--- config.mk ---
export PLATFORM = sky130hd
export DESIGN_NAME = hlv_decay_pipe
export DESIGN_NICKNAME = d
export VERILOG_FILES = /design/src/rtl/hlv_pkg.sv /design/src/rtl/hlv_decay_pipe.sv
export SDC_FILE = /design/constraint.sdc
export NUM_CORES = 1
export LEC_CHECK = 0
export ABC_AREA = 1
export BUFFER_PORTS_ARGS = -buffer_cell sky130_fd_sc_hd__buf_2
export CAP_MARGIN = 0
export CORE_AREA = 8 8 274 144
export DETAILED_ROUTE_END_ITERATION = 8
export DIE_AREA = 0 0 282 152
export PLACE_DENSITY = 0.93
export SLEW_MARGIN = 20
export SYNTH_ARGS = -nofsm -noshare
export SYNTH_HDL_FRONTEND = slang
export SYNTH_SLANG_ARGS = --single-unit
--- constraint.sdc ---
create_clock -name clk -period 10.6 [get_ports clk]
set_input_delay 2.12 -clock clk [delete_from_list [all_inputs] [get_ports clk]]
set_output_delay 2.12 -clock clk [all_outputs]
set_load 0.01 [all_outputs]
--- src/rtl/hlv_pkg.sv ---
// Shared constants, types and state codes for the Hough line vote block.
`timescale 1ns / 1ps
package hlv_pkg;

  localparam int MAX_ROWS = 16;
  localparam int MAX_COLS = 16;
  localparam int SUBSTEPS = 10;
  localparam int SPAN     = MAX_ROWS * SUBSTEPS;
  localparam int DEPTH    = SPAN * SPAN;
  localparam int AW       = $clog2(DEPTH);
  localparam int KB_W     = $clog2(DEPTH + 1);
  localparam int LW       = $clog2(SPAN + 1);
  localparam int VW       = LW + 2;
  localparam int RW       = $clog2(MAX_ROWS + 1);
  localparam int TOT_W    = 32;
  localparam int VAL_W    = 16;
  localparam int DF_W     = 17;
  localparam int PROD_W   = TOT_W + DF_W;
  localparam int FRAC_W   = 16;
  localparam int PADDR_W  = 3;
  localparam int PDATA_W  = 32;

  typedef enum logic {
    REG_DECAY = 1'b0,
    REG_ROWS  = 1'b1
  } hlv_reg_t;

  typedef enum logic [2:0] {
    ST_INIT_CLEAR,
    ST_IDLE,
    ST_CLEAR,
    ST_DECAY,
    ST_DECAY_WAIT,
    ST_VOTE,
    ST_EMIT
  } hlv_state_t;

  typedef struct packed {
    logic [DF_W-1:0] decay_factor;
    logic [4:0]      rows_in_use;
  } hlv_cfg_t;

  typedef struct packed {
    logic          en;
    logic [AW-1:0] addr;
  } hlv_rd_t;

  typedef struct packed {
    logic             en;
    logic [AW-1:0]    addr;
    logic [TOT_W-1:0] data;
  } hlv_wr_t;

endpackage

--- src/rtl/hlv_decay_pipe.sv ---
// Decay pipeline: magnitude, scale by Q1.16 factor, restore sign, saturate.
`timescale 1ns / 1ps
module hlv_decay_pipe import hlv_pkg::*; (
  input  logic             clk,
  input  logic             rst_n,
  input  logic [DF_W-1:0]  decay_factor,
  input  hlv_rd_t          issue,
  input  logic [TOT_W-1:0] rd_data,
  output hlv_wr_t          wr,
  output logic             busy
);

  logic              s1_v_r, s2_v_r, s3_v_r;
  logic [AW-1:0]     s1_addr_r, s2_addr_r, s3_addr_r;
  logic              s2_neg_r, s3_neg_r;
  logic [TOT_W-1:0]  s2_mag_r;
  logic [PROD_W-1:0] s3_prod_r;
  logic              s1_neg;
  logic [TOT_W-1:0]  s1_mag;
  logic [TOT_W:0]    scaled;
  logic [TOT_W-1:0]  result;

  // read data lines up with stage 1
  assign s1_neg = rd_data[TOT_W-1];
  assign s1_mag = s1_neg ? (TOT_W'(0) - rd_data) : rd_data;

  always_ff @(posedge clk) begin
    if (!rst_n) begin
      s1_v_r <= 1'b0;
      s2_v_r <= 1'b0;
      s3_v_r <= 1'b0;
    end else begin
      s1_v_r <= issue.en;
      s2_v_r <= s1_v_r;
      s3_v_r <= s2_v_r;
    end
  end

  always_ff @(posedge clk) begin
    s1_addr_r <= issue.addr;
    s2_addr_r <= s1_addr_r;
    s2_neg_r  <= s1_neg;
    s2_mag_r  <= s1_mag;
    s3_addr_r <= s2_addr_r;
    s3_neg_r  <= s2_neg_r;
    s3_prod_r <= PROD_W'(s2_mag_r) * PROD_W'(decay_factor);
  end

  assign scaled = s3_prod_r[PROD_W-1:FRAC_W];

  always_comb begin
    if (s3_neg_r) begin
      if (scaled > (TOT_W+1)'(33'h0_8000_0000)) result = 32'h8000_0000;
      else                                      result = TOT_W'(0) - scaled[TOT_W-1:0];
    end else begin
      if (scaled > (TOT_W+1)'(33'h0_7FFF_FFFF)) result = 32'h7FFF_FFFF;
      else                                      result = scaled[TOT_W-1:0];
    end
  end

  assign wr.en   = s3_v_r;
  assign wr.addr = s3_addr_r;
  assign wr.data = result;
  assign busy    = s1_v_r || s2_v_r || s3_v_r;

endmodule

==> results of run 1 <==
## state kept, by name, summed over array words and instances, names as in the netlist
register and count:
s3_prod_r 33, s2_mag_r 32, s1_addr_r 15, s2_addr_r 15, s3_addr_r 15, s1_v_r 1, s2_neg_r 1, s2_v_r 1
s3_neg_r 1, s3_v_r 1
## per-layer routing
metal,share of wire,GRT usage,wire (microns),vias up
li1,-,-,-,8727
met5,0,0,0,-
met4,0.027,0.0979,1800,0
met1,0.39,0.452,26800,9295
met2,0.41,0.460,27800,1501
met3,0.17,0.136,11500,193
## cell usage in the layout (no fill, tap or decap), types with 5 or more instances in the layout
cell type  instances
a21o_1             6
a21oi_1           67
buf_2            115
clkbuf_16         17
dfxtp_1          115
fa_1             447
ha_1             124
inv_1            828
inv_6              5
inv_8              5
nand2_1          862
nand3_1           77
nand3_2            9
nand3b_1           5
nand4_1           34
nor2_1           154
nor3_1            23
nor4_1             5
o211ai_2          10
o21a_1             5
o21ai_0           46
o21bai_1           5
xnor2_1           18
xor2_1            47
## cell usage after synthesis, types with 2 or more instances
cell	count	share of area
a21boi_0	3	0.00099
a21o_1	6	0.0020
a21oi_1	67	0.015
a31oi_1	3	0.00083
and2_1	2	0.00055
buf_4	2	0.00066
clkbuf_1	120	0.020
dfxtp_1	115	0.10
fa_1	447	0.39
ha_1	124	0.068
inv_1	828	0.14
inv_2	3	0.00050
nand2_1	862	0.14
nand2_2	2	0.00055
nand3_1	77	0.017
nand3_2	9	0.0040
nand3b_1	5	0.0017
nand4_1	34	0.0094
nor2_1	154	0.025
nor2_2	2	0.00055
nor3_1	23	0.0051
nor4_1	5	0.0014
o211ai_1	2	0.00066
o211ai_2	10	0.0055
o21a_1	5	0.0017
o21ai_0	46	0.010
o21bai_1	5	0.0017
or2_2	2	0.00055
xnor2_1	18	0.0069
xor2_1	47	0.018
## worst max-delay path by stage
stage                                to  slack [ns]
after floorplan           s3_prod_r[45]        3.56
after global placement    s3_prod_r[48]        2.31
after detailed placement  s3_prod_r[48]        2.34
after CTS                 s3_prod_r[48]        2.70
after global routing      s3_prod_r[48]        2.33
final                     s3_prod_r[48]        2.41
## area by class of cell
type	count	area share
inverter	833	0.131
timing repair buffer	115	0.0240
multi-input combinational	1970	0.699
tap	484	0.0253
sequential	115	0.0961
clock inverter	15	0.00684
clock buffer	17	0.0178
## metrics by stage
stage	hold slack, ns	utilization	area, sq um
after floorplan	0.310	-	22700
after global placement	0.310	0.661	23400
after detailed placement	0.312	0.661	23400
after CTS	0.324	0.677	24000
after global routing	0.331	0.677	24000
final	0.323	0.677	24000
## cell families (layout without fill, tap and decap cells)
group | Yosys count | in the layout
DFF | 115 | 115
adders and majority gates | 571 | 571
xor gates and xnor gates | 65 | 65
and+or+nand+nor | 1185 | 1185
buffers and inverters | 959 | 980
AOI/OAI and AO/OA | 149 | 149
==> flow_summary.yaml, run 1 <==
logic_synthesis:
  ys_warn_count: 0
  synth_compound_area_frac: 0.0388
  yosys_most_used_dff: "dfxtp_1"
  synthAdderAreaFrac: 0.463
  synth_seq_cells: 115
  synth-xor-area-share: 0.0251
  syn_inst: 3044
  synth-edff-count: 0
  synth_area_sq_um: 22700
  synthSimpleGateAreaFrac: 0.212
  synth-seq-area-share: 0.101
  syn_nets: 3682
  yosysUniqueCellTypes: 46
  ys_async_sr_fraction: 0
  synth.avg_cell_area_sq_um: 7.46
  synth_mux_area_frac: 0
  synth_top_family_by_area: "adder cells"
timing:
  timing.final.crit_period_ns: 8.19
  setup_viol: 0
  hold_viol_final: 0
  fin_ws_ns: 2.41
  rsz0062_at_grt: "no"
  slew_violations: 0
  finalCritPeriodShare: 0.773
  max_slew_margin: 0.298
  tns_ns: 0
  worst_pin_slew_ns: 1.05
  finClkSkew_ns: 0.0183
  fmax_mhz: 122
clocking:
  ctsHoldBuffers: 0
  clockBufferDepth: 2
  cts_buffers: 17
  clock_sinks: 115
  cts_htree_levels: 4
  post_cts_buffers: 0
  root_buffer: "clkbuf_16"
  cts_tree: "yes"
  cts_resized: 0
  insertion_delay_ns: 0.45
  path_clk_slew_ns: 0.07
setup_path:
  crit_path_max_fanout: 32
  critPathBufInv: 6
  startpoint_type: "primary input"
  worstReg2RegEnd: "s3_prod_r[48]"
  cp_common_cell: "fa_1"
  crit_arrival_ns: 8.58
  max_stage_delay_ns: 0.69
  cp_slowest_cell: "buf_2"
  required_ns: 10.99
  r2r_slack_ns: 3.83
  critPathTopFamily: "adder cells"
  cp.depth: 22
  cp-startpoint: "decay_factor[7]"
  end_kind: "register"
  reg2regPathDepth: 21
  criticalPathCategory: "in2reg"
  worstPathCellList: "buf_2, nand2_1, fa_1, inv_1, fa_1, inv_1, fa_1, inv_1, fa_1, fa_1, inv_1, fa_1, inv_1, ha_1, nand2_1, nor2_1, nand2_1, nor3_1, nand3_1, nand3b_1, nand2_1, nand2_1"
  r2r-start: "s2_mag_r[27]"
detailed_routing:
  first_pass_iters: 7
  wl_per_cell_microns: 19.1
  detail-route-antenna-nets: 0
  wl_microns: 67900
  drc: 0
  vias: 19716
  vias_per_cell: 5.56
  initialDrtViolationCount: 2442
floorplan:
  ios: 116
  die_h_microns: 152
  fp.dieW_microns: 282
  fp.coreArea_sq_um: 35400
  fp-row-count: 49
  initial_core_util: 0.642
  die-area_sq_um: 42900
global_routing:
  grt_max_degree: 33
  track_usage: 0.325
  grt_pass1_wl_microns: 110000
  overflow: 0
  grt_pass1_vias: 20829
  antenna_found_initial: 0
placed_design:
  gp_congestion: 1.06
  dp_hpwl_microns: 53300
  place_inst: 3517
  port-buffer-count: 115
  dpl_worst_slack_ns: 2.34
worst_hold_path:
  min_from: "s2_addr_r[11]"
  hp-class: "reg2reg"
  hold_end: "s3_addr_r[11]"
  whs_path_depth: 0
cells_and_area:
  seq_area_sq_um: 2300
  fillers: 2823
  nNetsFinal: 3690
  num_antenna_cells: 0
  instances_no_fill: 3549
  area_growth_pct: 5.57
  drive_gt1_frac: 0.0587
  multi_input_area_sq_um: 16800
run:
  max_cap_violations: 0
run_status:
  status: "completed"
Power of run 1 is not shown: default switching activity piles up to over one toggle a cycle in this logic, so the estimate is an artifact.
==> run 2, diff against run 1 <==
==> constraint.sdc (replaced) <==
create_clock -name clk -period 8.4 [get_ports clk]
set_input_delay 1.68 -clock clk [delete_from_list [all_inputs] [get_ports clk]]
set_output_delay 1.68 -clock clk [all_outputs]
set_load 0.01 [all_outputs]
==> run 2 against run 1 <==
  * Clock skew decreased by 0.0080 ns
  * Count of clock-buffer cells in the layout did not move
  * Final cell count rose by 0.28%
  * Sequential share of layout area is essentially flat
  * Global-route usage up 0.87 points
  * Critical path type unchanged
  * Largest cell class unchanged
==> flow_summary.yaml, run 2 (synthesis results as in run 1) <==
run_status:
  status: "completed"
cells_and_area:
  final_common_cell: "nand2_1"
  layout_common_cells: "nand2_1, inv_1, fa_1"
  num_antenna_cells: 0
  area_growth_pct: 5.90
  drive_gt1_frac: 0.0618
  nNetsFinal: 3700
  largest_reg_flops: 33
  reg_top3: "s3_prod_r: 33 flops, s2_mag_r: 32 flops"
  top_register: "s3_prod_r"
timing:
  tns_ns: 0
  finClkSkew_ns: 0.0103
  fmax_mhz: 131
  finalCritPeriodShare: 0.907
  rsz0062_at_grt: "no"
  worst_pin_slew_ns: 1.09
  slew_violations: 0
  max_slew_margin: 0.269
  timing.final.crit_period_ns: 7.62
  hold_viol_final: 0
  setup_viol: 0
run:
  max_cap_violations: 0
global_routing:
  grt_pass1_wl_microns: 113000
  overflow: 0
  track_usage: 0.334
  grt_pass1_vias: 21279
  grt_max_degree: 33
  antenna_found_initial: 0
detailed_routing:
  vias: 19965
  vias_per_cell: 5.61
  wl_per_cell_microns: 19.5
  wl_microns: 69300
  initialDrtViolationCount: 2536
  drc: 0
  detail-route-antenna-nets: 0
  first_pass_iters: 6
clocking:
  ctsHoldBuffers: 0
  root_buffer: "clkbuf_16"
  path_clk_slew_ns: 0.06
  cts_buffers: 17
  clock_sinks: 115
  cts_tree: "yes"
  cts_resized: 0
  insertion_delay_ns: 0.44
  cts_htree_levels: 4
  clockBufferDepth: 2
  post_cts_buffers: 0
setup_path:
  crit_path_max_fanout: 32
  required_ns: 8.78
  startpoint_type: "primary input"
  criticalPathCategory: "in2reg"
  crit_arrival_ns: 7.99
  end_kind: "register"
placed_design:
  port-buffer-count: 115
  dp_hpwl_microns: 54400
  gp_congestion: 1.06
floorplan:
  die_h_microns: 152
  ios: 116
  fp-row-count: 49
  initial_core_util: 0.642
  fp.coreArea_sq_um: 35400
  fp.dieW_microns: 282
  die-area_sq_um: 42900
worst_hold_path:
  hp-class: "reg2reg"
## run 2: path summary, 6_finish.rpt
| path | from | to | slack [ns] | cells past startpoint |
|---|---|---|---|---|
| worst max-delay path | decay_factor[6] | s3_prod_r[48] | 0.78 | 22 |
| worst min-delay path | s1_addr_r[8] | s2_addr_r[8] | 0.32 | 0 |
| worst max register to register | s2_mag_r[28] | s3_prod_r[48] | 1.68 | 21 |
| worst min register to register | s1_addr_r[8] | s2_addr_r[8] | 0.32 | 0 |
## run 2: per-stage QoR
step	cell area, sq um	hold slack [ns]	util	setup slack (ns)	instances
2_1_floorplan	22700	0.310	-	1.80	3044
3_3_place_gp	23400	0.310	0.663	0.551	3527
3_5_place_dp	23400	0.312	0.663	0.544	3527
4_1_cts	24000	0.324	0.679	0.971	3559
5_1_grt	24000	0.327	0.679	0.533	3559
6_report	24000	0.323	0.679	0.784	3559
## run 2: per-layer routing
layer / vias up / routed length (microns) / track usage
li1: 8759 / - / -
met1: 9457 / 27200 / 0.463
met2: 1527 / 28400 / 0.472
met3: 222 / 11700 / 0.141
met4: 0 / 1950 / 0.102
met5: - / 0 / 0
## run 2: area by class of cell
type                       instances  area [sq um]
tap                              484           606
multi-input combinational       1970         16800
clock inverter                    15           163
fill                            2852         11300
inverter                         833          3130
clock buffer                      17           425
sequential                       115          2300
timing repair buffer             125           651
## run 2: worst max-delay path, stage by stage
cell	delay [ns]
buf_2	0.66
nand2_1	0.19
fa_1	0.56
inv_1	0.06
fa_1	0.53
inv_1	0.05
fa_1	0.50
inv_1	0.05
fa_1	0.47
fa_1	0.56
inv_1	0.06
fa_1	0.53
inv_1	0.04
ha_1	0.36
nand2_1	0.14
nor2_1	0.29
nand2_1	0.21
nor3_1	0.49
nand3_1	0.27
nand3b_1	0.15
nand2_1	0.05
nand2_1	0.06
Power of run 2 is left out for the same reason.
