### src/rtl/hlv_pkg.sv
// Shared constants, types and state codes for the Hough line vote block.
`timescale 1ns / 1ps
package hlv_pkg;

  localparam int MAX_ROWS = 16;
  localparam int MAX_COLS = 16;
  localparam int SUBSTEPS = 10;
  localparam int SPAN     = MAX_ROWS * SUBSTEPS;
  localparam int DEPTH    = SPAN * SPAN;
  localparam int AW       = $clog2(DEPTH);
  localparam int KB_W     = $clog2(DEPTH + 1);
  localparam int LW       = $clog2(SPAN + 1);
  localparam int VW       = LW + 2;
  localparam int RW       = $clog2(MAX_ROWS + 1);
  localparam int TOT_W    = 32;
  localparam int VAL_W    = 16;
  localparam int DF_W     = 17;
  localparam int PROD_W   = TOT_W + DF_W;
  localparam int FRAC_W   = 16;
  localparam int PADDR_W  = 3;
  localparam int PDATA_W  = 32;

  typedef enum logic {
    REG_DECAY = 1'b0,
    REG_ROWS  = 1'b1
  } hlv_reg_t;

  typedef enum logic [2:0] {
    ST_INIT_CLEAR,
    ST_IDLE,
    ST_CLEAR,
    ST_DECAY,
    ST_DECAY_WAIT,
    ST_VOTE,
    ST_EMIT
  } hlv_state_t;

  typedef struct packed {
    logic [DF_W-1:0] decay_factor;
    logic [4:0]      rows_in_use;
  } hlv_cfg_t;

  typedef struct packed {
    logic          en;
    logic [AW-1:0] addr;
  } hlv_rd_t;

  typedef struct packed {
    logic             en;
    logic [AW-1:0]    addr;
    logic [TOT_W-1:0] data;
  } hlv_wr_t;

endpackage

### src/rtl/hlv_cfg_regs.sv
// APB register bank: decay factor and rows in use.
`timescale 1ns / 1ps
module hlv_cfg_regs import hlv_pkg::*; (
  input  logic               clk,
  input  logic               rst_n,
  input  logic               psel,
  input  logic               penable,
  input  logic               pwrite,
  input  logic [PADDR_W-1:0] paddr,
  input  logic [PDATA_W-1:0] pwdata,
  output logic [PDATA_W-1:0] prdata,
  output hlv_cfg_t           cfg
);

  logic [DF_W-1:0] decay_r;
  logic [4:0]      rows_r;
  hlv_reg_t        idx;
  logic            wr;

  assign idx = hlv_reg_t'(paddr[2]);
  assign wr  = psel && penable && pwrite;

  always_ff @(posedge clk) begin
    if (!rst_n) begin
      decay_r <= DF_W'(65536);
      rows_r  <= 5'(MAX_ROWS);
    end else if (wr) begin
      case (idx)
        REG_DECAY: decay_r <= pwdata[DF_W-1:0];
        REG_ROWS:  rows_r  <= pwdata[4:0];
        default: ;
      endcase
    end
  end

  always_comb begin
    case (idx)
      REG_DECAY: prdata = PDATA_W'(decay_r);
      REG_ROWS:  prdata = PDATA_W'(rows_r);
      default:   prdata = '0;
    endcase
  end

  assign cfg.decay_factor = decay_r;
  assign cfg.rows_in_use  = rows_r;

endmodule

### config.mk
export PLATFORM = sky130hd
export DESIGN_NAME = hlv_cfg_regs
export DESIGN_NICKNAME = d
export VERILOG_FILES = /design/src/rtl/hlv_pkg.sv /design/src/rtl/hlv_cfg_regs.sv
export SDC_FILE = /design/constraint.sdc
export NUM_CORES = 1
export LEC_CHECK = 0
export BUFFER_PORTS_ARGS = -buffer_cell sky130_fd_sc_hd__clkbuf_2
export CAP_MARGIN = 20
export CELL_PAD_IN_SITES_DETAIL_PLACEMENT = 1
export CELL_PAD_IN_SITES_GLOBAL_PLACEMENT = 1
export CORE_MARGIN = 2
export CORE_UTILIZATION = 23
export CTS_BUF_LIST = sky130_fd_sc_hd__clkbuf_16
export CTS_CLUSTER_SIZE = 8
export DETAILED_ROUTE_END_ITERATION = 10
export GPL_TIMING_DRIVEN = 0
export HOLD_SLACK_MARGIN = 0.06
export PLACE_DENSITY_LB_ADDON = 0.08
export SETUP_SLACK_MARGIN = 0.15
export SYNTH_ARGS = -nofsm -noshare
export SYNTH_HDL_FRONTEND = slang
export SYNTH_SLANG_ARGS = --single-unit
### constraint.sdc
create_clock -name clk -period 1.2 [get_ports clk]
set_input_delay 0.24 -clock clk [delete_from_list [all_inputs] [get_ports clk]]
set_output_delay 0.24 -clock clk [all_outputs]
set_load 0.005 [all_outputs]
==> results of run 1 <==
registers in the layout, indices dropped and copies added (netlist names):
signal,count
rows_r,5
decay_r,17
cell families after synthesis:
logic type | count (synthesis) | share of synthesized area
simple gates | 54 | 0.220
mux | 27 | 0.241
buf+inv | 23 | 0.152
flops | 22 | 0.384
other cells | 1 | 0.00327
stage by stage:
stage	worst slack, ns	cells	area, um^2	setup TNS, ns	utilization
finish	0.00709	286	1950	0	0.411
global route	-0.0121	286	1950	-0.0522	0.411
CTS	0.00476	282	1790	0	0.376
detailed placement	-0.0373	267	1580	-0.364	0.333
global placement	-0.0313	267	1580	-0.310	0.333
floorplan	0.0892	141	1200	0	-
Yosys cell counts:
master	instances
nand2_1	36
and2b_1	1
nand4_1	1
and4b_1	1
buf_4	15
buf_12	1
nor2b_1	15
mux2i_1	22
clkbuf_1	5
conb_1	1
mux2_2	5
buf_6	2
dfxtp_1	22
cell type report:
type | count | area share
buffer | 23 | 0.0929
clock buffer | 3 | 0.0385
multi-input combinational | 96 | 0.315
sequential | 22 | 0.240
tap | 67 | 0.0429
timing repair buffer | 75 | 0.271
final timing paths:
path,to,slack [ns],start
worst max-delay path,prdata[3],0.007,decay_r[3]
worst min-delay path,decay_r[8],0.21,pwdata[8]
worst max register to register,decay_r[3],0.42,decay_r[3]
worst min register to register,decay_r[8],0.46,decay_r[8]
routing by layer:
layer	vias up	global-route usage	share of wire
met1	532	0.155	0.41
met5	-	0	0
met3	2	0.0428	0.073
li1	563	-	-
met4	0	0.0298	0.0047
met2	42	0.206	0.52
power groups by stage:
stage / registers [W] / clock network, W / logic, W
2_1_floorplan: 0.000774 / 0 / 0.000137
3_3_place_gp: 0.000774 / 0 / 0.000222
3_5_place_dp: 0.000775 / 0 / 0.000225
4_1_cts: 0.000759 / 0.000720 / 0.000243
5_1_grt: 0.000763 / 0.000737 / 0.000296
6_report: 0.000761 / 0.000694 / 0.000268
worst min-delay path, cell delays in order:
cell,delay (ns)
clkbuf_2,0.08
nand2_1,0.04
mux2i_1,0.05
what timing repair did:
action / in CTS / in global routing
buffers inserted: 12 / 4
gates resized for setup: 25 / 41
setup endpoints to repair: 17 / 29
==> impl_metrics.ini, run 1 <==
[pwr]
vdd_drop_max_v = 0.000577
switchingPower_w = 0.000383
p_comb_frac = 0.156
p_int_w = 0.00134
leakagePower_nw = 0.983
p_clk_frac = 0.403
total_power_w = 0.00172
seqPwrFrac = 0.442
switching_share = 0.222
power-per-cell-area_nw_per_um2 = 883

[timing]
tightest_slew_ns = 0.544
post-route-min-period_ns = 1.19
fin_crit_sh = 0.994
rsz0062_at_grt = yes
slew_headroom = 0.638
fin_skew_ns = 0
setup_viol = 0
hold_viol_final = 0
fmax_mhz = 838
holdWs_ns = 0.206
finalMaxSlewViolations = 0

[floorplan]
initial_core_util = 0.241
die_area_um2 = 5570
dieWidth_um = 74.6
core-area_um2 = 4750
die_height_um = 74.6
num_rows = 25
ios = 94

[layout]
multi_input_area_um2 = 616
antenna_cells = 0
final_common_cell = clkbuf_2
fin_nets = 261
drive_above_1_share = 0.575
area_delta_synth_final_pct = 70.1
regArea_um2 = 468
nFillCells = 599
final_cell_mix = 37 x clkbuf_2, 36 x nand2_1, 23 x buf_6

[synthesis]
syn_area_um2 = 1150
syn-instance-count = 127
ys.warnings.count = 0
ys_top_cells_by_area = dfxtp_1 38%, mux2i_1 19%, nand2_1 12%
synth-seq-area-share = 0.384
synth_top_area_frac = 0.384
ys_ff_latch = 22
post_synth.cell_area_avg_um2 = 9.03
synthDistinctLibCells = 13
synth_top_area_cell = dfxtp_1

[worst_hold_path]
hold_depth = 3
min-delay-path-class = in2reg

[worst_setup_path]
startpoint_type = register
cp_max_fo = 2
crit_family = flip-flops
cp-end-kind = output port
slowest_delay_ns = 0.32
crit_cells = 2
path_buf_inv = 1
arrival_ns = 0.95
critPathKind = reg2out
cp_slowest_cell = dfxtp_2
required_ns = 0.96
reg2reg_depth = 4
worstPathCellList = mux2_4 -> clkbuf_2

[clocking]
htree_levels = 1
numCtsBuffers = 3
clk_pin_slew_ns = 0.06
clock_latency_ns = 0.25
clockBufferDepth = 2
clockRootBuffer = clkbuf_16
cts_tree = built
numClockSinks = 22
hold_buffers = 0

[drt]
vias = 1139
final_antenna_net_count = 0
drt_iter0_markers = 9
via_per_inst = 3.98
drt-total-wl_um = 3630
drc = 0
firstDrtPassIters = 4
wl_per_cell_um = 12.7

[global_route]
grt_first_pass_wirelength_um = 5020
grt.total_usage = 0.124
grt_pass1_vias = 1021
grt_max_degree = 12
grt_overflow = 0
antenna_found_initial = 0

[flow_run]
drv_cap = 0

[placed_design]
routabilityCongestion = 0.666
hpwl_um = 2530
port_buffers = 59

[run_status]
status = completed
Note: power is estimated with default switching activity, not from simulation.
==> run 2: changes to the inputs <==
- PLACE_DENSITY: default -> 0.84
- PLACE_DENSITY_LB_ADDON: 0.08 -> default
==> run 2 against run 1 <==
Fmax fell by 3.0%; largest cell class unchanged; routed wire length is 5.3% higher; register-to-register slack got worse by 0.04 ns; sequential share of layout area down 1.9 points; the flow now finishes with violations (setup timing); worst setup slack worse by 0.037 ns; power up 15%.
==> impl_metrics.ini, run 2 (same netlist as run 1, synthesis figures left out) <==
[layout]
top_regs = decay_r (17), rows_r (5)
largest_reg_flops = 17
final_cell_mix = 36 x nand2_1, 36 x buf_6, 36 x clkbuf_2
regArea_um2 = 468
nFillCells = 586
drive_above_1_share = 0.600
fin_area_um2 = 2120
antenna_cells = 0
regMostFlops = decay_r
final_util = 0.446
multi_input_area_um2 = 612
fin_nets = 271
area_delta_synth_final_pct = 84.7

[timing]
fin_skew_ns = 0
fmax_mhz = 813
fin_crit_sh = 1.02
slew_headroom = 0.629
hold_viol_final = 0
post-route-min-period_ns = 1.23
finalMaxSlewViolations = 0
holdWs_ns = 0.203
rsz0062_at_grt = yes
fin_ws_ns = -0.0297
tns_ns = -0.0297
tightest_slew_ns = 0.556
setup_viol = 1

[worst_setup_path]
reg2reg_to = decay_r[7]
reg2reg_slack_ns = 0.38
cp_max_fo = 2
arrival_ns = 0.99
required_ns = 0.96
reg2reg_depth = 4
critPathKind = reg2out
reg2reg_from = decay_r[7]
cp_slowest_cell = dfxtp_2
cp-end-kind = output port
slowest_delay_ns = 0.33
worstPathCellList = mux2_2 -> clkbuf_2
startpoint_type = register

[floorplan]
dieWidth_um = 74.6
die_area_um2 = 5570
die_height_um = 74.6
ios = 94
core-area_um2 = 4750
num_rows = 25
initial_core_util = 0.241

[drt]
drt_iter0_markers = 22
drc = 0
vias = 1176
wl_per_cell_um = 12.9
final_antenna_net_count = 0
via_per_inst = 3.96
firstDrtPassIters = 4
drt-total-wl_um = 3830

[placed_design]
port_buffers = 59
hpwl_um = 2490
routabilityCongestion = 0.635
place_ws_ns = -0.0967
place_area_um2 = 1580

[run_status]
status = complete, but fails checks
violations = setup timing

[worst_hold_path]
min-delay-start = pwdata[14]
hold_depth = 3
worstHoldEndpoint = decay_r[14]
min-delay-path-class = in2reg

[clocking]
cts_tree = built
hold_buffers = 0
numCtsBuffers = 3
clock_latency_ns = 0.25
clockRootBuffer = clkbuf_16
clockBufferDepth = 2
numClockSinks = 22
clk_pin_slew_ns = 0.06
htree_levels = 1

[global_route]
grt.total_usage = 0.124
gr-usage-met1 = 0.141
grt_pass1_vias = 1139
grt_max_degree = 14
grt_overflow = 0
grt_use_met2 = 0.244
grt_use_met3 = 0.0134
busiest_layer = met2
antenna_found_initial = 0
grt_first_pass_wirelength_um = 5260

[pwr]
vdd_drop_max_v = 0.000498
power-per-cell-area_nw_per_um2 = 934
leakagePower_nw = 1.05

[flow_run]
drv_cap = 0
==> run 2: changes by cell type in the layout (fill, tap and decap cells not counted), sizes merged <==
cell	before	now
buf	57	67
bufinv	0	1
==> run 2: cell type report <==
| class | count | share of cell area |
|---|---|---|
| well taps | 67 | 0.0396 |
| multi-input cells | 96 | 0.289 |
| clock buffers | 3 | 0.0354 |
| clock inverters | 1 | 0.0142 |
| plain buffers | 23 | 0.0856 |
| repair buffers | 85 | 0.316 |
| flip-flops and latches | 22 | 0.221 |
==> run 2: where the power goes <==
| part | internal (W) | total (W) | switching, W |
|---|---|---|---|
| logic | 0.000166 | 0.000288 | 0.000123 |
| registers | 0.000749 | 0.000760 | 0.0000110 |
| clock network | 0.000662 | 0.000931 | 0.000269 |
==> run 2: repair_timing <==
| action | in CTS | in global routing |
|---|---|---|
| gates resized for setup | 24 | 45 |
| endpoints found under the setup margin | 17 | 33 |
| cloned | 0 | 0 |
| buffers inserted | 20 | 6 |
| endpoints found under the hold margin | 0 | 0 |
==> run 2: worst max-delay path: cells and delay by family (launching register included) <==
kind	cells	cell delay, ns
buf+inv	1	0.13
mux	1	0.27
flops	1	0.33
==> run 2: per-stage QoR <==
| stage | std cells | total power, W |
|---|---|---|
| 6_report | 297 | 0.00198 |
| 5_1_grt | 297 | 0.00207 |
| 4_1_cts | 291 | 0.00197 |
| 3_5_place_dp | 267 | 0.000999 |
| 3_3_place_gp | 267 | 0.000994 |
| 2_1_floorplan | 141 | 0.000911 |
==> run 2: worst max path at each step <==
stage	slack (ns)	start	end
2_1_floorplan	0.09	paddr[2]	decay_r[0]
3_3_place_gp	-0.08	paddr[2]	prdata[13]
3_5_place_dp	-0.1	paddr[2]	prdata[13]
4_1_cts	0.002	decay_r[1]	prdata[1]
5_1_grt	-0.05	rows_r[0]	prdata[0]
6_report	-0.03	rows_r[0]	prdata[0]
==> run 2: routing by layer <==
metal,vias to the layer above,routed length (um)
li1,583,-
met2,34,2220
met5,-,0
met3,2,120
met4,0,32
met1,557,1460
==> run 3: changes to the inputs <==
- CORE_ASPECT_RATIO: default -> 2
==> run 3 against run 2 <==
The flow now finishes without violations; flip-flop and latch count is the same; power decreased by 11%; sequential share of layout area increased by 0.60 points; critical path type unchanged; highest routed layer unchanged; critical endpoint is now prdata[4].
==> impl_metrics.ini, run 3 (same netlist as run 1, synthesis figures left out) <==
[clocking]
clockRootBuffer = clkbuf_16
clock_latency_ns = 0.25
cts_tree = built
htree_levels = 1
numCtsBuffers = 3
clockBufferDepth = 2
numClockSinks = 22
clk_pin_slew_ns = 0.06
hold_buffers = 0

[worst_setup_path]
cp-end-kind = output port
startpoint_type = register
cp_slowest_cell = dfxtp_2
arrival_ns = 0.95
slowest_delay_ns = 0.33
cp_max_fo = 2
worstPathCellList = mux2_4 -> clkbuf_2
required_ns = 0.96
path_buf_inv = 1
crit_family = flip-flops
reg2reg_slack_ns = 0.31
critPathKind = reg2out
crit_cells = 2
reg2reg_depth = 4
reg2reg_to = decay_r[6]
reg2reg_from = decay_r[6]

[timing]
hold_viol_final = 0
fin_crit_sh = 0.996
fmax_mhz = 837
fin_ws_ns = 0.00520
post-route-min-period_ns = 1.19
finalMaxSlewViolations = 0
rsz0062_at_grt = yes
fin_skew_ns = 0
tns_ns = 0
setup_viol = 0

[placed_design]
port_buffers = 59
place_ws_ns = -0.0779
place_area_um2 = 1570
routabilityCongestion = 0.622
hpwl_um = 2570

[drt]
via_per_inst = 4.23
wl_per_cell_um = 14.1
drc = 0
drt-total-wl_um = 3990
drt_iter0_markers = 9
vias = 1192
final_antenna_net_count = 0
firstDrtPassIters = 4

[floorplan]
num_rows = 36
die_height_um = 104
core-area_um2 = 4820
dieWidth_um = 53.9
initial_core_util = 0.238
die_area_um2 = 5600
ios = 94

[layout]
area_delta_synth_final_pct = 79.8
final_util = 0.428
largest_reg_flops = 17
multi_input_area_um2 = 683
final_cell_mix = 42 x clkbuf_2, 36 x nand2_1, 25 x buf_6
antenna_cells = 0
fin_nets = 266
top_regs = decay_r (17), rows_r (5)
regMostFlops = decay_r
drive_above_1_share = 0.622
regArea_um2 = 468
fin_area_um2 = 2060
nFillCells = 575
final_common_cell = clkbuf_2

[flow_run]
drv_cap = 0

[worst_hold_path]
min-delay-start = pwdata[5]
worstHoldEndpoint = decay_r[5]
min-delay-path-class = in2reg
hold_depth = 3

[global_route]
antenna_found_initial = 0
grt_first_pass_wirelength_um = 5210
grt_pass1_vias = 1184
grt.total_usage = 0.130
grt_overflow = 0
grt_max_degree = 13

[pwr]
vdd_drop_max_v = 0.000539
leakagePower_nw = 1.02
total_power_w = 0.00176
power-per-cell-area_nw_per_um2 = 855

[run_status]
status = completed
==> run 3: cell types whose count changed in the layout (fill, tap and decap cells not counted), moves of 4 or more <==
cell	delta
clkbuf_2	+6
nor2b_1	-7
mux2_2	-4
buf_6	-11
mux2_4	+4
nor2b_4	+7
==> run 3: worst register-to-register path: stages (launching register included) <==
cell,delay [ns]
dfxtp_2,0.35
buf_6,0.11
buf_4,0.09
nand2_1,0.06
mux2i_2,0.19
==> run 3: layout make-up <==
type	count	area share
Sequential cell	22	0.227
Multi-Input combinational cell	96	0.331
Clock buffer	3	0.0364
Buffer	23	0.0916
Clock inverter	1	0.00182
Tap cell	57	0.0346
Timing Repair Buffer	80	0.278
==> run 3: routing by layer <==
layer	vias to the layer above	global-route usage	share of wire
met5	-	0	0
met2	54	0.246	0.58
li1	575	-	-
met4	0	0.0842	0.024
met1	558	0.115	0.34
met3	5	0.0158	0.056
==> run 3: worst max path at each step <==
stage,start,endpoint,slack [ns]
final,decay_r[4],prdata[4],0.005
after global routing,decay_r[4],prdata[4],-0.01
after CTS,rows_r[1],prdata[1],0.009
after detailed placement,paddr[2],prdata[7],-0.08
after global placement,paddr[2],prdata[7],-0.06
after floorplan,paddr[2],decay_r[0],0.09
==> run 3: power breakdown <==
part	internal [W]	total [W]	switching (W)
combinational	0.000165	0.000295	0.000131
clock	0.000445	0.000706	0.000262
sequential	0.000750	0.000762	0.0000123
total	0.00136	0.00176	0.000405
==> run 3: what timing repair did <==
item | 4_1_cts | 5_1_grt
endpoints found under the hold margin | 0 | 0
resized for setup | 29 | 47
setup endpoints to repair | 17 | 32
setup buffers | 17 | 4
==> run 3: per-stage QoR <==
stage	hold WS (ns)	std cells
floorplan	0.382	141
global placement	0.453	257
detailed placement	0.460	257
CTS	0.204	278
global route	0.218	282
finish	0.203	282
