File: src/rtl/hlv_pkg.sv
// Shared constants, types and state codes for the Hough line vote block.
`timescale 1ns / 1ps
package hlv_pkg;

  localparam int MAX_ROWS = 16;
  localparam int MAX_COLS = 16;
  localparam int SUBSTEPS = 10;
  localparam int SPAN     = MAX_ROWS * SUBSTEPS;
  localparam int DEPTH    = SPAN * SPAN;
  localparam int AW       = $clog2(DEPTH);
  localparam int KB_W     = $clog2(DEPTH + 1);
  localparam int LW       = $clog2(SPAN + 1);
  localparam int VW       = LW + 2;
  localparam int RW       = $clog2(MAX_ROWS + 1);
  localparam int TOT_W    = 32;
  localparam int VAL_W    = 16;
  localparam int DF_W     = 17;
  localparam int PROD_W   = TOT_W + DF_W;
  localparam int FRAC_W   = 16;
  localparam int PADDR_W  = 3;
  localparam int PDATA_W  = 32;

  typedef enum logic {
    REG_DECAY = 1'b0,
    REG_ROWS  = 1'b1
  } hlv_reg_t;

  typedef enum logic [2:0] {
    ST_INIT_CLEAR,
    ST_IDLE,
    ST_CLEAR,
    ST_DECAY,
    ST_DECAY_WAIT,
    ST_VOTE,
    ST_EMIT
  } hlv_state_t;

  typedef struct packed {
    logic [DF_W-1:0] decay_factor;
    logic [4:0]      rows_in_use;
  } hlv_cfg_t;

  typedef struct packed {
    logic          en;
    logic [AW-1:0] addr;
  } hlv_rd_t;

  typedef struct packed {
    logic             en;
    logic [AW-1:0]    addr;
    logic [TOT_W-1:0] data;
  } hlv_wr_t;

endpackage

File: src/rtl/hlv_if.sv
// Stream interfaces for cell beats in and result beats out.
`timescale 1ns / 1ps
interface hlv_in_if;
  logic               valid;
  logic               ready;
  logic               frame_start;
  logic [3:0]         row;
  logic [3:0]         col;
  logic signed [15:0] cell_value;
  logic               last_cell;

  modport source (output valid, frame_start, row, col, cell_value, last_cell, input ready);
  modport sink   (input valid, frame_start, row, col, cell_value, last_cell, output ready);
endinterface

interface hlv_out_if;
  logic              valid;
  logic              ready;
  logic              found;
  logic [7:0]        best_slope_tenths;
  logic signed [7:0] best_intercept_tenths;
  logic [30:0]       best_score;

  modport source (output valid, found, best_slope_tenths, best_intercept_tenths, best_score,
                  input ready);
  modport sink   (input valid, found, best_slope_tenths, best_intercept_tenths, best_score,
                  output ready);
endinterface

File: src/rtl/hlv_ctrl.sv
// Sequencer: store sweeps, slope sweep with read-modify-write, best tracking, result.
`timescale 1ns / 1ps
module hlv_ctrl import hlv_pkg::*; (
  input  logic             clk,
  input  logic             rst_n,
  input  hlv_cfg_t         cfg,
  hlv_in_if.sink           in_chan,
  hlv_out_if.source        out_chan,
  output hlv_rd_t          mem_rd,
  input  logic [TOT_W-1:0] mem_rdata,
  output hlv_wr_t          mem_wr,
  output hlv_rd_t          dcy_rd,
  input  hlv_wr_t          dcy_wr,
  input  logic             dcy_busy
);

  hlv_state_t state_r, state_nxt;

  logic [AW-1:0]          addr_r;
  logic                   init_r, zero_r, last_r, active_r;
  logic signed [VAL_W-1:0] val_r;
  logic [3:0]             col_r;
  logic [LW-1:0]          k_r, limit_r;
  logic signed [VW-1:0]   v_r;
  logic [VW-1:0]          base_r;
  logic [KB_W-1:0]        kbase_r;
  logic                   pend_r;
  logic [AW-1:0]          pend_addr_r;
  logic [LW-1:0]          pend_k_r;
  logic [7:0]             pend_icpt_r;
  logic signed [TOT_W-1:0] best_total_r;
  logic [7:0]             best_slope_r, best_icpt_r;
  logic                   out_valid_r, out_found_r;
  logic [7:0]             out_slope_r, out_icpt_r;
  logic [30:0]            out_score_r;

  logic                   accept, sweep_last, vote_done, vote_hit, out_free, in_sweep;
  logic [RW-1:0]          rows_eff;
  logic [LW-1:0]          limit_in;
  logic [VW-1:0]          base_in, row10, v0;
  logic [AW-1:0]          vote_addr;
  logic signed [TOT_W:0]  sum_wide;
  logic signed [TOT_W-1:0] sum_sat;
  logic [VW-1:0]          icpt_wide;

  assign accept     = in_chan.valid && in_chan.ready;
  assign sweep_last = (addr_r == AW'(DEPTH - 1));
  assign out_free   = !out_valid_r || out_chan.ready;
  assign in_sweep   = (state_r == ST_INIT_CLEAR) || (state_r == ST_CLEAR) ||
                      (state_r == ST_DECAY);

  assign rows_eff = (cfg.rows_in_use > 5'(MAX_ROWS)) ? RW'(MAX_ROWS) : RW'(cfg.rows_in_use);
  assign limit_in = LW'(rows_eff) * LW'(SUBSTEPS);
  assign base_in  = VW'(rows_eff >> 1) * VW'(SUBSTEPS);
  assign row10    = VW'(in_chan.row) * VW'(SUBSTEPS);
  assign v0       = row10 + base_in - VW'(in_chan.col);

  // sweep ends at once for an inactive cell, else at the slope limit or at the first negative intercept index
  assign vote_done = !active_r || (k_r >= limit_r) || v_r[VW-1];
  assign vote_hit  = (state_r == ST_VOTE) && !vote_done && (v_r < $signed(VW'(limit_r)));
  assign vote_addr = kbase_r[AW-1:0] + AW'(v_r[LW-1:0]);
  assign icpt_wide = v_r - base_r;

  // saturating vote add on the data read last cycle
  assign sum_wide = {mem_rdata[TOT_W-1], mem_rdata} + (TOT_W+1)'(val_r);
  always_comb begin
    if (sum_wide[TOT_W] != sum_wide[TOT_W-1]) begin
      sum_sat = sum_wide[TOT_W] ? 32'sh8000_0000 : 32'sh7FFF_FFFF;
    end else begin
      sum_sat = sum_wide[TOT_W-1:0];
    end
  end

  always_ff @(posedge clk) begin
    if (!rst_n) state_r <= ST_INIT_CLEAR;
    else        state_r <= state_nxt;
  end

  always_comb begin
    state_nxt = state_r;
    case (state_r)
      ST_INIT_CLEAR: if (sweep_last) state_nxt = ST_IDLE;
      ST_IDLE: begin
        if (accept) begin
          if (in_chan.frame_start) begin
            if (init_r)      state_nxt = ST_DECAY;
            else if (zero_r) state_nxt = ST_VOTE;
            else             state_nxt = ST_CLEAR;
          end else begin
            state_nxt = ST_VOTE;
          end
        end
      end
      ST_CLEAR:      if (sweep_last) state_nxt = ST_VOTE;
      ST_DECAY:      if (sweep_last) state_nxt = ST_DECAY_WAIT;
      ST_DECAY_WAIT: if (!dcy_busy) state_nxt = ST_VOTE;
      ST_VOTE:       if (vote_done) state_nxt = last_r ? ST_EMIT : ST_IDLE;
      ST_EMIT:       if (out_free) state_nxt = ST_IDLE;
      default:       state_nxt = ST_IDLE;
    endcase
  end

  always_comb begin
    in_chan.ready = (state_r == ST_IDLE);

    dcy_rd.en   = (state_r == ST_DECAY);
    dcy_rd.addr = addr_r;

    mem_rd.en   = (state_r == ST_DECAY) || vote_hit;
    mem_rd.addr = (state_r == ST_DECAY) ? addr_r : vote_addr;

    if ((state_r == ST_INIT_CLEAR) || (state_r == ST_CLEAR)) begin
      mem_wr.en   = 1'b1;
      mem_wr.addr = addr_r;
      mem_wr.data = '0;
    end else if (dcy_wr.en) begin
      mem_wr = dcy_wr;
    end else begin
      mem_wr.en   = pend_r;
      mem_wr.addr = pend_addr_r;
      mem_wr.data = sum_sat;
    end
  end

  always_ff @(posedge clk) begin
    if (!rst_n) begin
      addr_r       <= '0;
      init_r       <= 1'b0;
      zero_r       <= 1'b0;
      pend_r       <= 1'b0;
      best_total_r <= '0;
      best_slope_r <= '0;
      best_icpt_r  <= '0;
      out_valid_r  <= 1'b0;
    end else begin
      if (in_sweep) begin
        addr_r <= sweep_last ? '0 : addr_r + AW'(1);
      end
      if (((state_r == ST_INIT_CLEAR) || (state_r == ST_CLEAR)) && sweep_last) begin
        zero_r <= 1'b1;
      end else if (pend_r) begin
        zero_r <= 1'b0;
      end

      pend_r <= vote_hit;

      if (accept && in_chan.frame_start) begin
        init_r       <= 1'b1;
        best_total_r <= '0;
        best_slope_r <= '0;
        best_icpt_r  <= '0;
      end else if (pend_r && (sum_sat > best_total_r)) begin
        best_total_r <= sum_sat;
        best_slope_r <= 8'(pend_k_r);
        best_icpt_r  <= pend_icpt_r;
      end

      if ((state_r == ST_EMIT) && out_free) begin
        out_valid_r <= 1'b1;
      end else if (out_chan.ready) begin
        out_valid_r <= 1'b0;
      end
    end
  end

  always_ff @(posedge clk) begin
    if (accept) begin
      val_r    <= in_chan.cell_value;
      col_r    <= in_chan.col;
      last_r   <= in_chan.last_cell;
      active_r <= (in_chan.cell_value != '0) && (RW'(in_chan.row) < rows_eff);
      limit_r  <= limit_in;
      base_r   <= base_in;
      k_r      <= LW'(1);
      v_r      <= $signed(v0);
      kbase_r  <= KB_W'(SPAN);
    end else if ((state_r == ST_VOTE) && !vote_done) begin
      k_r     <= k_r + LW'(1);
      v_r     <= v_r - $signed(VW'(col_r));
      kbase_r <= kbase_r + KB_W'(SPAN);
    end
    if (vote_hit) begin
      pend_addr_r <= vote_addr;
      pend_k_r    <= k_r;
      pend_icpt_r <= icpt_wide[7:0];
    end
    if ((state_r == ST_EMIT) && out_free) begin
      out_found_r <= (best_total_r != '0);
      out_slope_r <= best_slope_r;
      out_icpt_r  <= best_icpt_r;
      out_score_r <= best_total_r[30:0];
    end
  end

  assign out_chan.valid                 = out_valid_r;
  assign out_chan.found                 = out_found_r;
  assign out_chan.best_slope_tenths     = out_slope_r;
  assign out_chan.best_intercept_tenths = $signed(out_icpt_r);
  assign out_chan.best_score            = out_score_r;

endmodule

File: src/flat_wrapper.sv
// flat-port wrapper written by rule: the top's interface ports become plain ports
module hlv_ctrl_flat import hlv_pkg::*;
  (clk, rst_n, cfg, mem_rd, mem_rdata, mem_wr, dcy_rd, dcy_wr, dcy_busy, in_chan_valid, in_chan_frame_start, in_chan_row, in_chan_col, in_chan_cell_value, in_chan_last_cell, in_chan_ready, out_chan_valid, out_chan_found, out_chan_best_slope_tenths, out_chan_best_intercept_tenths, out_chan_best_score, out_chan_ready);
  hlv_in_if in_chan_i ();
  hlv_out_if out_chan_i ();
  input  logic clk;
  input  logic rst_n;
  input  hlv_cfg_t cfg;
  output hlv_rd_t mem_rd;
  input  logic [TOT_W-1:0] mem_rdata;
  output hlv_wr_t mem_wr;
  output hlv_rd_t dcy_rd;
  input  hlv_wr_t dcy_wr;
  input  logic dcy_busy;
  input wire logic [$bits(in_chan_i.valid)-1:0] in_chan_valid;
  input wire logic [$bits(in_chan_i.frame_start)-1:0] in_chan_frame_start;
  input wire logic [$bits(in_chan_i.row)-1:0] in_chan_row;
  input wire logic [$bits(in_chan_i.col)-1:0] in_chan_col;
  input wire logic [$bits(in_chan_i.cell_value)-1:0] in_chan_cell_value;
  input wire logic [$bits(in_chan_i.last_cell)-1:0] in_chan_last_cell;
  output wire logic [$bits(in_chan_i.ready)-1:0] in_chan_ready;
  output wire logic [$bits(out_chan_i.valid)-1:0] out_chan_valid;
  output wire logic [$bits(out_chan_i.found)-1:0] out_chan_found;
  output wire logic [$bits(out_chan_i.best_slope_tenths)-1:0] out_chan_best_slope_tenths;
  output wire logic [$bits(out_chan_i.best_intercept_tenths)-1:0] out_chan_best_intercept_tenths;
  output wire logic [$bits(out_chan_i.best_score)-1:0] out_chan_best_score;
  input wire logic [$bits(out_chan_i.ready)-1:0] out_chan_ready;
  assign in_chan_i.valid = in_chan_valid;
  assign in_chan_i.frame_start = in_chan_frame_start;
  assign in_chan_i.row = in_chan_row;
  assign in_chan_i.col = in_chan_col;
  assign in_chan_i.cell_value = in_chan_cell_value;
  assign in_chan_i.last_cell = in_chan_last_cell;
  assign in_chan_ready = in_chan_i.ready;
  assign out_chan_valid = out_chan_i.valid;
  assign out_chan_found = out_chan_i.found;
  assign out_chan_best_slope_tenths = out_chan_i.best_slope_tenths;
  assign out_chan_best_intercept_tenths = out_chan_i.best_intercept_tenths;
  assign out_chan_best_score = out_chan_i.best_score;
  assign out_chan_i.ready = out_chan_ready;
  hlv_ctrl u_core (.clk(clk), .rst_n(rst_n), .cfg(cfg), .in_chan(in_chan_i), .out_chan(out_chan_i), .mem_rd(mem_rd), .mem_rdata(mem_rdata), .mem_wr(mem_wr), .dcy_rd(dcy_rd), .dcy_wr(dcy_wr), .dcy_busy(dcy_busy));
endmodule
File: config.mk
export PLATFORM = sky130hd
export DESIGN_NAME = hlv_ctrl_flat
export DESIGN_NICKNAME = d
export VERILOG_FILES = /design/src/rtl/hlv_pkg.sv /design/src/rtl/hlv_if.sv /design/src/rtl/hlv_ctrl.sv /design/src/flat_wrapper.sv
export SDC_FILE = /design/constraint.sdc
export NUM_CORES = 1
export LEC_CHECK = 0
export ABC_AREA = 1
export BUFFER_PORTS_ARGS = -buffer_cell sky130_fd_sc_hd__buf_2
export CELL_PAD_IN_SITES_DETAIL_PLACEMENT = 1
export CELL_PAD_IN_SITES_GLOBAL_PLACEMENT = 1
export CORE_MARGIN = 3
export CORE_UTILIZATION = 35
export DETAILED_ROUTE_END_ITERATION = 12
export GPL_TIMING_DRIVEN = 0
export PLACE_DENSITY_LB_ADDON = 0.25
export SLEW_MARGIN = 20
export SYNTH_ARGS = -nofsm -noshare
export SYNTH_HDL_FRONTEND = slang
export SYNTH_SLANG_ARGS = --single-unit
File: constraint.sdc
create_clock -name clk -period 5.5 [get_ports clk]
set_input_delay 1.1 -clock clk [delete_from_list [all_inputs] [get_ports clk]]
set_output_delay 1.1 -clock clk [all_outputs]
set_load 0.03 [all_outputs]
==> key figures <==
Final layout
  – Design area: 16200 um^2
  – Synthesis-to-finish area growth: 22.2%
  – Nets: 2180
  – Fillers: 4617
  – Util after Layout: 43.8%
  – Share of cells above drive strength 1: 18.1%
  – Post-Layout Cell Count: 2449

STA
  – Final setup vio count: 0
  – Worst slew pin tran: 0.865 ns
  – Setup slack after layout: 0.357 ns
  – RSZ-0062 raised after global routing: false
  – Final Max Slew Viols: 0
  – Final Hold Fails: 0
  – Worst slew margin: 42.3%
  – Clk_skew: 0.0156 ns
  – Setup TNS Final: 0 ns
  – Tmin final: 5.14 ns
  – Fmax: 194 MHz
  – Final Cycle Share: 93.5%

Global route
  – Largest net degree at the start of global routing: 31
  – Vias in the first global route: 12700
  – GRT overflow: 0
  – Initial antenna violation count: 5
  – Global-route wire length before repair: 69.6 mm
  – Total GRT Usage: 21.3%

Synthesis
  – Largest family of logic cells by synthesized area: simple AND/OR/NAND/NOR gates
  – Yosys top cell area share: 27.8%
  – Flops & latches, synth: 211
  – Synth area leaders: edfxtp_1, dfxtp_1, ha_1
  – Synth Area in Compound Gates: 13.8%
  – Synth area leader: edfxtp_1
  – Most used DFF post-synth: edfxtp_1
  – Number of synthesized flops with an enable pin: 123
  – Sequential area share after synthesis: 41.0%
  – Multiplexer area fraction after synthesis: 0%
  – Adder-cell area share of the yosys netlist: 12.0%
  – Synth cell types: 57
  – Cell Area, Synth: 13300 um^2
  – Post-synthesis xor/xnor area fraction: 3.88%
  – Synth Area in Simple Gates: 21.6%
  – Synthesis warning total: 0
  – Avg Synthesized Cell Area: 8.08 um^2
  – Syn Inst Count: 1646
  – FFs w/ async S/R, synth: 0%

Floorplan
  – Die ar.: 40400 um^2
  – CORE AREA: 37000 um^2
  – Die Y: 201 um
  – Die X: 201 um
  – Starting Density: 35.9%
  – Row count: 70
  – # IOs: 263

Place
  – Number of port buffers: 244
  – Placer Congestion: 0.869
  – Dpl cells: 2398
  – DP Area: 15200 um^2
  – Pre-CTS setup slack: -0.407 ns
  – Post-DP HPWL: 36.2 mm

CTS
  – Root Buffer: clkbuf_16
  – CTS tree: done
  – Worst skew pair latency: 0.53 ns
  – H-tree depth: 1
  – Clk sinks: 211
  – Max Root-Sink Buffers: 3
  – Clk slew on worst S/H paths: 0.06 ns
  – Num CTS Buffers: 26

Power
  – Maximum vdd drop: 0.000208 V
  – Pwr/cell area: 331 nW/um^2
  – Int Power: 3500 uW
  – Switch share: 35.1%
  – Sequential power share: 33.1%
  – Lkg Pwr: 0.00740 uW
  – Switching power: 1890 uW
  – Combinational share of power: 31.8%
  – Clock network power share: 35.1%

Worst setup path
  – Reg-to-reg startpoint: u_core.val_r[15]
  – Critical Path End Type: primary output
  – Arr. time, crit path: 4.04 ns
  – Worst-path maximum fanout: 10
  – Critical path startpoint: mem_rdata[0]
  – Critical path required time: 4.40 ns
  – Worst setup SP type: input pin
  – Crit Path Category: in -> out

Hold path
  – Min-delay src: u_core.best_icpt_r[3]
  – Worst hold-check path type: reg -> reg

Drt
  – Post-route DRC: 0
  – Vias/cell: 4.98
  – DRT Wirelength: 44.2 mm
  – Iteration-0 DRC Markers: 579
  – Via count: 12200
  – Initial DRT Pass Iterations: 5
  – ANT nets after route: 0
  – Wire per inst: 18.1 um

Run
  – Max-cap viol count: 0

Status
  – Status: complete, no violations
[placed cells by master (no fill, tap or decap), types with 7 or more instances in the layout]
master / Yosys / routed
a21oi_1: 147 / 147
a21oi_4: 9 / 9
a22oi_1: 9 / 9
a31oi_1: 8 / 8
buf_2: 7 / 251
buf_4: 6 / 7
clkbuf_1: 29 / 31
clkbuf_16: 0 / 27
dfxtp_1: 88 / 88
edfxtp_1: 123 / 123
fa_1: 8 / 8
ha_1: 115 / 115
inv_1: 194 / 193
nand2_1: 300 / 300
nand2_2: 8 / 8
nand3_1: 34 / 34
nand3b_1: 15 / 15
nand4_1: 13 / 13
nor2_1: 257 / 256
nor3_1: 26 / 25
nor4_1: 15 / 14
o21ai_0: 100 / 100
xnor2_1: 26 / 26
xor2_1: 31 / 31
[per-layer routing]
layer	GRT usage (%)	up-vias	wire length (um)
li1	-	6071	-
met1	27.9	5775	19900
met2	36.4	295	20800
met3	3.73	59	2380
met4	5.65	6	1100
met5	0	-	31
[power groups by stage]
stage	Clock [uW]	Sequential (uW)	Combinational, uW
after global placement	0	1820	1650
final	1890	1780	1710
after detailed placement	0	1820	1700
after global routing	2010	1790	1910
after CTS	1940	1780	1710
after floorplan	0	1810	1160
[cell type report]
| cell class | count | area (um^2) | share of cell area [%] |
|---|---|---|---|
| Buffer | 52 | 268 | 1.65 |
| Timing Repair Buffer | 249 | 1320 | 8.15 |
| Antenna cell | 1 | 2.50 | 0.0154 |
| Multi-Input combinational cell | 1184 | 6860 | 42.2 |
| Sequential cell | 211 | 5460 | 33.6 |
| Tap cell | 504 | 631 | 3.88 |
| Clock inverter | 11 | 181 | 1.12 |
| Inverter | 200 | 751 | 4.62 |
| Clock buffer | 37 | 773 | 4.76 |
[through the flow]
| stage | hold WS (ns) | power, uW |
|---|---|---|
| final | 0.431 | 5380 |
| after detailed placement | 0.420 | 3510 |
| after global placement | 0.417 | 3470 |
| after CTS | 0.435 | 5430 |
| after floorplan | 0.408 | 2970 |
| after global routing | 0.447 | 5700 |
[critical path, stage by stage]
cell and delay (ns):
buf_2 0.10, ha_1 0.22, fa_1 0.40, nand2_1 0.09, o21ai_2 0.08, nand2_1 0.08, nand2_2 0.09, nand3_2 0.08
nand2_2 0.09, nand2_1 0.09, o211ai_2 0.14, xor2_4 0.22, nand2_1 0.13, inv_2 0.07, buf_2 0.19, a21oi_1 0.43
nor2_1 0.11, nor2_1 0.11, buf_2 0.21
[registers in the layout, indices dropped and copies added (netlist names), 10 cells and up]
name / flops
u_core.v_r: 10
u_core.addr_r: 15
u_core.kbase_r: 10
u_core.val_r: 16
u_core.best_total_r: 32
u_core.out_chan.best_score: 31
u_core.pend_addr_r: 14
[kinds of logic (layout without fill, tap and decap cells)]
group	count (synthesis)	after routing
simple gates	685	685
compound gates	316	316
buf+inv	252	549
flops	211	211
fa+ha+maj	123	123
xor+xnor	58	58
other cells	1	3
[path summary, 6_finish.rpt]
kind | endpoint | slack [ns] | cells after the start
hold reg to reg | u_core.out_chan.best_intercept_tenths[3] | 0.43 | 0
setup reg to reg | u_core.best_total_r[4] | 0.50 | 34
hold / removal | u_core.out_chan.best_intercept_tenths[3] | 0.43 | 0
setup / recovery | mem_wr[29] | 0.36 | 19
[what timing repair did]
action,CTS,global route
buffers inserted,0,2
hold buffers,0,0
endpoints found under the setup margin,0,55
gates resized for setup,0,5
[synth_stat cells, types with 9 or more instances]
cell	number
a22oi_1	9
nand3b_1	15
nor4_1	15
a21oi_4	9
o21ai_0	100
nor2_1	257
ha_1	115
edfxtp_1	123
xnor2_1	26
nand2_1	300
nand4_1	13
nand3_1	34
clkbuf_1	29
xor2_1	31
a21oi_1	147
nor3_1	26
dfxtp_1	88
inv_1	194
Power figures use the tool's default switching activity.
